===== src/rtl/bfa_pkg.sv =====
// Package for the bitmap frame allocator: types, constants, opcodes, states.
// No dependencies.
package bfa_pkg;

	localparam int FRAMES_DEF      = 32768;
	localparam int FRAME_BYTES_DEF = 4096;
	localparam logic [15:0] COUNT_MAX = 16'hffff;

	typedef enum logic [2:0] {
		OP_RELEASE  = 3'd0,
		OP_RESERVE  = 3'd1,
		OP_MARK     = 3'd2,
		OP_ALLOC    = 3'd3,
		OP_FREE     = 3'd4
	} op_t;

	typedef enum logic [1:0] {
		ST_OK        = 2'd0,
		ST_NOMEM     = 2'd1,
		ST_MISALIGN  = 2'd2,
		ST_ZERO      = 2'd3
	} status_t;

	typedef struct packed {
		logic [2:0]  kind;
		logic [31:0] address;
		logic [31:0] length;
	} req_t;

	typedef struct packed {
		logic [1:0]  status;
		logic [31:0] result_address;
		logic [15:0] used_frames;
		logic [15:0] free_frames;
	} rsp_t;

	typedef enum logic [3:0] {
		S_IDLE,
		S_CLEAR,
		S_DECODE,
		S_FILL_RD,
		S_FILL_WR,
		S_SCAN_RD,
		S_SCAN_CHK,
		S_MARK_RD,
		S_MARK_WR,
		S_FRAME0_RD,
		S_FRAME0_WR,
		S_DONE
	} state_t;

	// Controller to datapath
	typedef struct packed {
		logic load;        // capture request
		logic clr_step;    // write all-ones to clear pointer word
		logic decode;      // compute operation parameters
		logic rd_cur;      // read word at cursor frame
		logic fill_wr;     // write filled word, advance cursor
		logic scan_step;   // examine one frame of scan word
		logic mark_wr;     // set bit at start frame
		logic f0_rd;       // read word 0
		logic f0_wr;       // set frame 0
		logic finish;      // commit counters, emit result
	} cmd_t;

	// Datapath to controller
	typedef struct packed {
		logic clr_done;
		logic op_fill;     // operation is a region/free fill
		logic op_scan;     // allocation needs a scan
		logic op_mark;     // mark with in-range frame
		logic op_release;
		logic fill_last;   // cursor reaches end of range after this word
		logic fill_empty;  // nothing to fill
		logic scan_found;
		logic scan_end;    // scan exhausted limit
		logic scan_word_end;
		logic scan_alloc;  // found run needs writing (restart as fill)
	} sts_t;

endpackage


===== src/rtl/bfa_ctrl.sv =====
// Controller state machine of the frame allocator.
// Depends on bfa_pkg.
module bfa_ctrl (
	input  logic          clk,
	input  logic          arst_n,
	input  logic          start,
	input  bfa_pkg::sts_t sts,
	output bfa_pkg::cmd_t cmd,
	output logic          busy,
	output logic          done
);
	import bfa_pkg::*;

	state_t state_q, state_n;

	// Next state
	always_comb begin
		state_n = state_q;
		case (state_q)
			S_CLEAR:    if (sts.clr_done) state_n = S_IDLE;
			S_IDLE:     if (start) state_n = S_DECODE;
			S_DECODE:   state_n = S_MARK_RD;
			S_MARK_RD: begin
				// state after decode, or after a found scan run: route by operation
				if (sts.op_fill)
					state_n = sts.fill_empty ? (sts.op_release ? S_FRAME0_RD : S_DONE)
						: S_FILL_WR;
				else if (sts.op_scan)
					state_n = S_SCAN_CHK;
				else if (sts.op_mark)
					state_n = S_MARK_WR;
				else
					state_n = S_DONE;
			end
			S_FILL_WR: begin
				if (sts.fill_last)
					state_n = sts.op_release ? S_FRAME0_RD : S_DONE;
				else
					state_n = S_FILL_RD;
			end
			S_FILL_RD:  state_n = S_FILL_WR;
			S_SCAN_CHK: begin
				if (sts.scan_found)
					state_n = S_SCAN_RD;
				else if (sts.scan_end)
					state_n = S_DONE;
				else if (sts.scan_word_end)
					state_n = S_SCAN_RD;
			end
			S_SCAN_RD: state_n = sts.scan_alloc ? S_MARK_RD : S_SCAN_CHK;
			S_MARK_WR:   state_n = S_DONE;
			S_FRAME0_RD: state_n = S_FRAME0_WR;
			S_FRAME0_WR: state_n = S_DONE;
			S_DONE:      state_n = S_IDLE;
			default:     state_n = S_IDLE;
		endcase
	end

	// Outputs
	always_comb begin
		cmd = '0;
		busy = (state_q != S_IDLE);
		done = 1'b0;
		case (state_q)
			S_CLEAR:     cmd.clr_step = 1'b1;
			S_IDLE:      cmd.load = start;
			S_DECODE:    cmd.decode = 1'b1;
			S_MARK_RD:   cmd.rd_cur = 1'b1;
			S_FILL_RD:   cmd.rd_cur = 1'b1;
			S_FILL_WR:   cmd.fill_wr = 1'b1;
			S_SCAN_RD:   cmd.rd_cur = 1'b1;
			S_SCAN_CHK:  cmd.scan_step = 1'b1;
			S_MARK_WR:   cmd.mark_wr = 1'b1;
			S_FRAME0_RD: cmd.f0_rd = 1'b1;
			S_FRAME0_WR: cmd.f0_wr = 1'b1;
			S_DONE: begin
				cmd.finish = 1'b1;
				done = 1'b1;
			end
			default: ;
		endcase
	end

	always_ff @(posedge clk or negedge arst_n) begin
		if (!arst_n)
			state_q <= S_CLEAR;
		else
			state_q <= state_n;
	end

endmodule


===== config.mk =====
export PLATFORM = sky130hd
export DESIGN_NAME = bfa_ctrl
export DESIGN_NICKNAME = d
export VERILOG_FILES = /design/src/rtl/bfa_pkg.sv /design/src/rtl/bfa_ctrl.sv
export SDC_FILE = /design/constraint.sdc
export NUM_CORES = 1
export LEC_CHECK = 0
export ABC_AREA = 1
export BUFFER_PORTS_ARGS = -buffer_cell sky130_fd_sc_hd__buf_2
export CELL_PAD_IN_SITES_DETAIL_PLACEMENT = 0
export CELL_PAD_IN_SITES_GLOBAL_PLACEMENT = 1
export CORE_UTILIZATION = 23
export CTS_CLUSTER_SIZE = 14
export DETAILED_ROUTE_END_ITERATION = 10
export PLACE_DENSITY = 0.8
export SETUP_SLACK_MARGIN = 0.15
export SYNTH_ARGS = -nofsm -noshare
export SYNTH_HDL_FRONTEND = slang
export SYNTH_SLANG_ARGS = --single-unit

===== constraint.sdc =====
create_clock -name clk -period 1.5 [get_ports clk]
set_clock_uncertainty 0.2 [all_clocks]
set_input_delay 0.225 -clock clk [delete_from_list [all_inputs] [get_ports clk]]
set_output_delay 0.225 -clock clk [all_outputs]
set_load 0.01 [all_outputs]

## Word level (Yosys, flattened, before mapping)

Index checks and enable logic that the tools add are counted.

| word-level totals | value |
|---|---|
| output and inout port bits | 12 |
| register bits | 4 |
| input bits | 14 |

| cells by class | value |
|---|---|
| mux-type cells | 23 |
| reductions and logical operators | 5 |
| equal/unequal tests | 14 |

Operators with widths:

| operator | count |
|---|---|
| 4-bit one-hot mux with 10 select lines | 1 |
| 4-bit two-way mux | 9 |
| 4-bit by 3-bit == test with 1-bit output (second input constant) | 4 |
| 4-bit == test (second input constant) | 4 |
| 1-bit two-way mux | 11 |
| 4-bit by 2-bit == test with 1-bit output (second input constant) | 2 |
| 4-bit by 1-bit == test with 1-bit output (second input constant) | 1 |
| 4-bit logical NOT | 1 |
| 2-bit two-way mux | 2 |
| 2-bit inequality test (second input constant) | 2 |
| 4-bit inequality test (second input constant) | 1 |
| 4-bit nonzero test | 1 |
| 3-bit AND reduction | 1 |
| 3-bit OR reduction | 1 |
| 2-bit OR reduction | 1 |

## Longest topological paths before layout

Gate-level depths: netlist of the first run.

| logic depth | value |
|---|---|
| word-level depth | 4 |
| mapped depth | 9 |

## Least setup slack after synthesis of the first run

OpenSTA, ideal clock, no wires.

| timing path | value |
|---|---|
| path kind | register to output |
| start point | register state_q[3] |
| end point | output cmd[0] (netlist name) |
| slack | 0.017 ns |
| stages on the path, launching flop included | 6 |
| path buffers | 1 |
| arrival | 1.058 ns |
| data required time | 1.075 ns |
| cell sequence | dfrtp_1 inv_1 nor2_1 inv_1 nor2_1 buf_4 |

| between the ends | value |
|---|---|
| word-level cells in the longest chain between the ends | 2 |

RTL lines:

| element | RTL line | source |
|---|---|---|
| start, declared | bfa_ctrl.sv:14 | `state_t state_q, state_n;` |
| start signal, assigned | bfa_ctrl.sv:88 | `state_q <= state_n;` |
| 4-bit == test | - |  |
| 1-bit two-way mux | - |  |
| end, declared | bfa_ctrl.sv:8 | `output bfa_pkg::cmd_t cmd,` |

Every way passes these cells.

==> flow_summary.ini, run 1 <==
[timing]
finalSetupViolations = 15
rsz0062_at_grt = true
final.setup.tns_ps = -1460
worstMarginPinSlew_ps = 317
hold_viol = 0
max_freq_mhz = 605
layout_setup_ws_ps = -152
drv_slew = 0
fin_crit_sh_pct = 110
fin_crit_ps = 1650
maxSlewHeadroom_pct = 78.8

[yosys]
synth-seq-area-share_pct = 22.6
postSynthAreaPerCell_um2 = 5.28
syn_inst = 85
syn_nets = 99
synth_cell_types = 17
yosysWarnings = 0
netlist_area_um2 = 449
ys_seq_elements = 4

[global_routing]
met2_usage_pct = 24.8
gr-total-overflow = 0
use_met1_pct = 17.7
grt_pass1_wl_um = 2270
antenna_found_initial = 0
top_usage_layer = met2
gr-usage-all-layers_pct = 15.2
grt_use_met3_pct = 3.14
grt_pass1_vias = 577
grt_max_degree = 6

[clocking]
cts_root_buffer = clkbuf_4
cts_buffer_depth = 2
clkTransAtPathRegs_ps = 40
clock_tree.htree_level_count = 1
cts_buffers = 3
numClockSinks = 4
tritoncts = built
clk_latency_ps = 230

[placed_design]
postPlaceCellArea_um2 = 658
port_buffers = 25
place.gp.congestion = 0.808
pre_cts_ws_ps = 5.20
place_inst = 138
hpwl_um = 1040

[final_layout]
largest_reg_flops = 4
drive_above_1_share_pct = 60.8
top_register = state_q
syn2layout_area_growth_pct = 111
fin_area_um2 = 946
nNetsFinal = 145
layoutNonFillerInstCount = 155
reg_top3 = state_q x4
antenna_cells = 0

[floorplan]
io_pins = 26
dieArea_um2 = 2130
die_x_um = 46.2
initial_core_util_pct = 25.2
core_um2 = 1780
core.rowCount = 15
die_y_um = 46.2

[detailed_routing]
antenna_left = 0
dr.pass1.iters = 4
wl_per_cell_um = 10.2
initialDrtViolationCount = 8
drcViolationCount = 0
vias = 636
wirelength_um = 1580
viasPerCell = 4.10

[worst_setup_path]
crit_buf_inv = 3
worstPathCellList = buf_6 > nor2_4 > nand2_2 > inv_2 > buf_2
crit_required_ps = 1070
worstSetupStartpointType = flip-flop
cp.arrival_ps = 1230
critPathTopFamily = flip-flops
end_kind = output port
slowest_stage = dfrtp_2
crit_fanout = 4
cpPeakStageDelay_ps = 430
worstSetupPathType = flip-flop to output port

[power]
switching_share_pct = 48.7
worst_ir_drop_vdd_uv = 688
p_leak_nw = 0.535
power_frac_comb_pct = 77.0
power.switching_w = 0.000857
internal-power_w = 0.000904
cellPowerDensity_nw_per_um2 = 1860
pwr-share-seq_pct = 14.8
clock_power_share_pct = 8.2

[run_status]
status = complete, but fails checks
violations = negative setup slack

[min_path]
hp-class = input pin to flip-flop

[flow_run]
drv_cap = 0
-- through the flow --
step | hold slack [ps] | utilization [%] | total power (W)
floorplan | -271 | - | 0.000769
global placement | -169 | 36.9 | 0.00104
detailed placement | -169 | 36.9 | 0.00104
CTS | 37.2 | 45.3 | 0.00141
global route | 68.1 | 53.1 | 0.00190
finish | 45.5 | 53.1 | 0.00176
-- per-layer routing --
layer  vias to the layer above  part of all wire (%)
met5                         -                     0
met4                         0                  0.89
met3                         2                   1.6
met2                        20                    53
met1                       273                    44
li1                        341                     -
-- cells in the final DEF, fill, tap and decap left out, types with 4 or more instances in the layout --
| cell type | n |
|---|---|
| nand2_4 | 4 |
| nor2_4 | 9 |
| buf_4 | 10 |
| buf_2 | 20 |
| inv_2 | 8 |
| nand2_1 | 20 |
| inv_1 | 10 |
| nand3_1 | 4 |
| buf_6 | 11 |
| nor2_1 | 12 |
-- synth_stat cells --
master / number / area [um2]
a211oi_1: 1 / 7.51
buf_4: 1 / 7.51
dfrtp_1: 3 / 75.1
dfstp_2: 1 / 26.3
inv_1: 18 / 67.6
nand2_1: 26 / 97.6
nand3_1: 4 / 20.0
nand3b_1: 1 / 7.51
nor2_1: 22 / 82.6
nor2_2: 1 / 6.26
nor2_4: 1 / 11.3
nor3_1: 1 / 5.00
nor3_2: 1 / 10.0
o2111ai_1: 1 / 8.76
o21ai_0: 1 / 5.00
o21ai_1: 1 / 5.00
or2_2: 1 / 6.26
-- power by group through the flow --
stage	Combinational, W	Clock [W]	Sequential [W]
2_1_floorplan	0.000532	0	0.000237
3_3_place_gp	0.000807	0	0.000237
3_5_place_dp	0.000802	0	0.000237
4_1_cts	0.00104	0.000149	0.000228
5_1_grt	0.00148	0.000153	0.000266
6_report	0.00135	0.000145	0.000260
-- worst register-to-register path, stage by stage (launching register included) --
cell     delay [ps]
dfrtp_2         430
buf_6           130
nor2_4          170
nand2_2         100
buf_6           140
nor3_4          140
nor2_2           60
nand2_1          70
nand2_1          40
-- final timing paths --
check,start,end,slack [ps],cells after the start
worst max-delay path,state_q[3],cmd[4],-150,5
worst min-delay path,sts[5],state_q[3],50,3
worst max register to register,state_q[3],state_q[1],-90,8
worst min register to register,state_q[3],state_q[0],440,3
max in group asynchronous,arst_n,state_q[0],780,2
min in group asynchronous,arst_n,state_q[2],120,2
-- layout make-up --
class,count,area (um2)
clock buffer,4,26.3
fill,168,837
inverter,18,67.6
multi-input combinational,62,407
sequential,4,105
tap,25,31.3
timing repair buffer,42,309
-- kinds of logic after synthesis --
family          after synthesis  synth area share [%]
simple gates                 58                  54.9
buf+inv                      19                  16.7
flops                         4                  22.6
compound gates                4                  5.85
-- timing repair --
action,CTS,global route
buffers inserted,8,4
hold buffers,1,0
gates resized for setup,15,28
pin swaps,7,8
hold endpoints to repair,4,0
setup endpoints to repair,15,16
Power figures use the tool's default switching activity.
==> run 2, diff against run 1 <==
Settings changed: ABC_AREA 1 to unset, CORE_UTILIZATION 23 to 25.
==> run 2 against run 1 <==
Net effect:
- the run still ends with negative setup slack left
- critical endpoint is now cmd[0]
- setup slack got worse by 35 ps
- via count rose by 2.8%
- register-to-register slack barely moved
- final cell count fell by 9.7%
- highest routed layer unchanged
- combinational power fell by 9.6%
- utilization fell by 1.5 points
- sequential power rose by 9.6%
- clock power barely moved
- wire length fell by 6.0%
- largest cell class unchanged
==> flow_summary.ini, run 2 <==
[yosys]
yosysWarnings = 0
synth-seq-area-share_pct = 21.8
ys.flop_type = dfrtp_1
async_flop_share_pct = 100
synth_top_area_share_pct = 16.1
ys_seq_elements = 4
netlist_top_cells_count = nor2_1, nor3_1, inv_1
syn_nets = 82
synth_cell_types = 27
postSynthAreaPerCell_um2 = 6.84
syn_inst = 68
yosysMostFrequentCell = nor2_1
netlist_area_um2 = 465
yosys.area.top_type = dfrtp_1
synth-edff-count = 0
synthTopCellsByArea = dfrtp_1, nor2_1, nor3_1, dfstp_2, buf_2

[final_layout]
nNetsFinal = 130
layout_common_cells = buf_2, buf_4, nor2_1, buf_6, nor3_2
reg_top3 = state_q x4
layoutNonFillerInstCount = 140
final_common_cell = buf_2
largest_reg_flops = 4
syn2layout_area_growth_pct = 91.4
antenna_cells = 0
seq_area_um2 = 105
fin_util_pct = 51.6
multi_input_area_um2 = 375
drive_above_1_share_pct = 59.1
fill_cells = 181
top_register = state_q

[timing]
hold_slack_ps = 127
max_freq_mhz = 593
drv_slew = 0
maxSlewHeadroom_pct = 81.7
worstMarginPinSlew_ps = 274
finalSetupViolations = 15
fin_crit_ps = 1690
fin_crit_sh_pct = 112
layout_setup_ws_ps = -187
rsz0062_at_grt = true
hold_viol = 0

[worst_setup_path]
crit_fanout = 8
cp.arrival_ps = 1260
setup.worst_path.start = state_q[0]
worstSetupPathType = flip-flop to output port
r2r-start = state_q[0]
end_kind = output port
crit_required_ps = 1070
worstSetupStartpointType = flip-flop

[floorplan]
io_pins = 26
die_x_um = 45.2
initial_core_util_pct = 27.0
dieArea_um2 = 2040
core.rowCount = 15
core_um2 = 1730
die_y_um = 45.2

[placed_design]
hpwl_um = 1110
place.gp.congestion = 0.835
place_inst = 127
port_buffers = 25
pre_cts_ws_ps = -85.7

[detailed_routing]
viasPerCell = 4.67
vias = 654
initialDrtViolationCount = 3
antenna_left = 0
wl_per_cell_um = 10.6
dr.pass1.iters = 4
drcViolationCount = 0
wirelength_um = 1480

[global_routing]
antenna_found_initial = 0
gr-total-overflow = 0
grt_max_degree = 9
grt_pass1_vias = 603
grt_pass1_wl_um = 2390
gr-usage-all-layers_pct = 16.3

[clocking]
cts_buffer_depth = 2
numClockSinks = 4
cts_root_buffer = clkbuf_4
cts_buffers = 3
clock_tree.htree_level_count = 1
clkTransAtPathRegs_ps = 40
tritoncts = built
clk_latency_ps = 230

[flow_run]
drv_cap = 0

[run_status]
status = complete, but fails checks
violations = negative setup slack

[min_path]
hp-class = input pin to asynchronous set/reset pin

[power]
worst_ir_drop_vdd_uv = 920
cellPowerDensity_nw_per_um2 = 1850
p_leak_nw = 0.431
-- run 2: cell count changes after synthesis, sizes merged, moves of 4 or more --
cell   change
nor2      -13
inv       -13
nand2     -22
buf        +4
nor3       +4
-- run 2: repair_timing --
action / in CTS / in global routing
resized for setup: 18 / 7
hold buffers: 2 / 0
endpoints found under the hold margin: 5 / 0
endpoints found under the setup margin: 16 / 16
pin swaps: 0 / 0
buffers inserted: 5 / 2
-- run 2: metrics by stage --
| stage | setup TNS (ps) | total power (W) | area (um2) |
|---|---|---|---|
| final | -1860 | 0.00165 | 891 |
| after global routing | -2780 | 0.00179 | 891 |
| after detailed placement | -168 | 0.00122 | 707 |
| after CTS | -1700 | 0.00156 | 846 |
| after floorplan | 0 | 0.000808 | 473 |
| after global placement | -86.5 | 0.00121 | 707 |
-- run 2: where the power goes --
group	total (W)	switching, W	leakage [nW]	internal (W)
registers	0.000285	0.000109	0.0447	0.000176
clock network	0.000144	0.0000442	0.0150	0.0000998
logic	0.00122	0.000559	0.371	0.000662
total	0.00165	0.000712	0.431	0.000938
-- run 2: final timing paths --
| kind | endpoint | slack (ps) | cells after the start |
|---|---|---|---|
| min in group clk | state_q[3] | 130 | 3 |
| min | state_q[2] | 130 | 2 |
| max | cmd[0] | -190 | 4 |
| max in group asynchronous | state_q[0] | 760 | 2 |
| max reg2reg | state_q[0] | -90 | 4 |
| min reg2reg | state_q[2] | 430 | 2 |
-- run 2: layout make-up --
class                   count  area share [%]
multi-input cells          54            42.1
well taps                  25            3.51
inverters                   5            2.11
clock buffers               4            2.95
repair buffers             48            37.5
flip-flops and latches      4            11.8
-- run 2: critical path: stages (launching register included) --
cell and delay [ps]:
dfstp_2 610, nand2_2 90, buf_6 130, nor2_4 100, buf_6 110
-- run 2: cells by family (layout without fill, tap and decap cells) --
kind of cell           count (synthesis)  count (layout)  synth area share (%)
AOI/OAI and AO/OA                     16              16                  26.3
buffers and inverters                 10              57                  9.95
DFF                                    4               4                  21.8
and+or+nand+nor                       38              38                  41.9
-- run 2: layer usage --
layer,wire [um],part of all wire [%],GRT usage (%)
met2,733,49,28.4
met4,31,2.1,7.88
met1,684,46,19.5
met3,34,2.3,2.40
met5,0,0,0
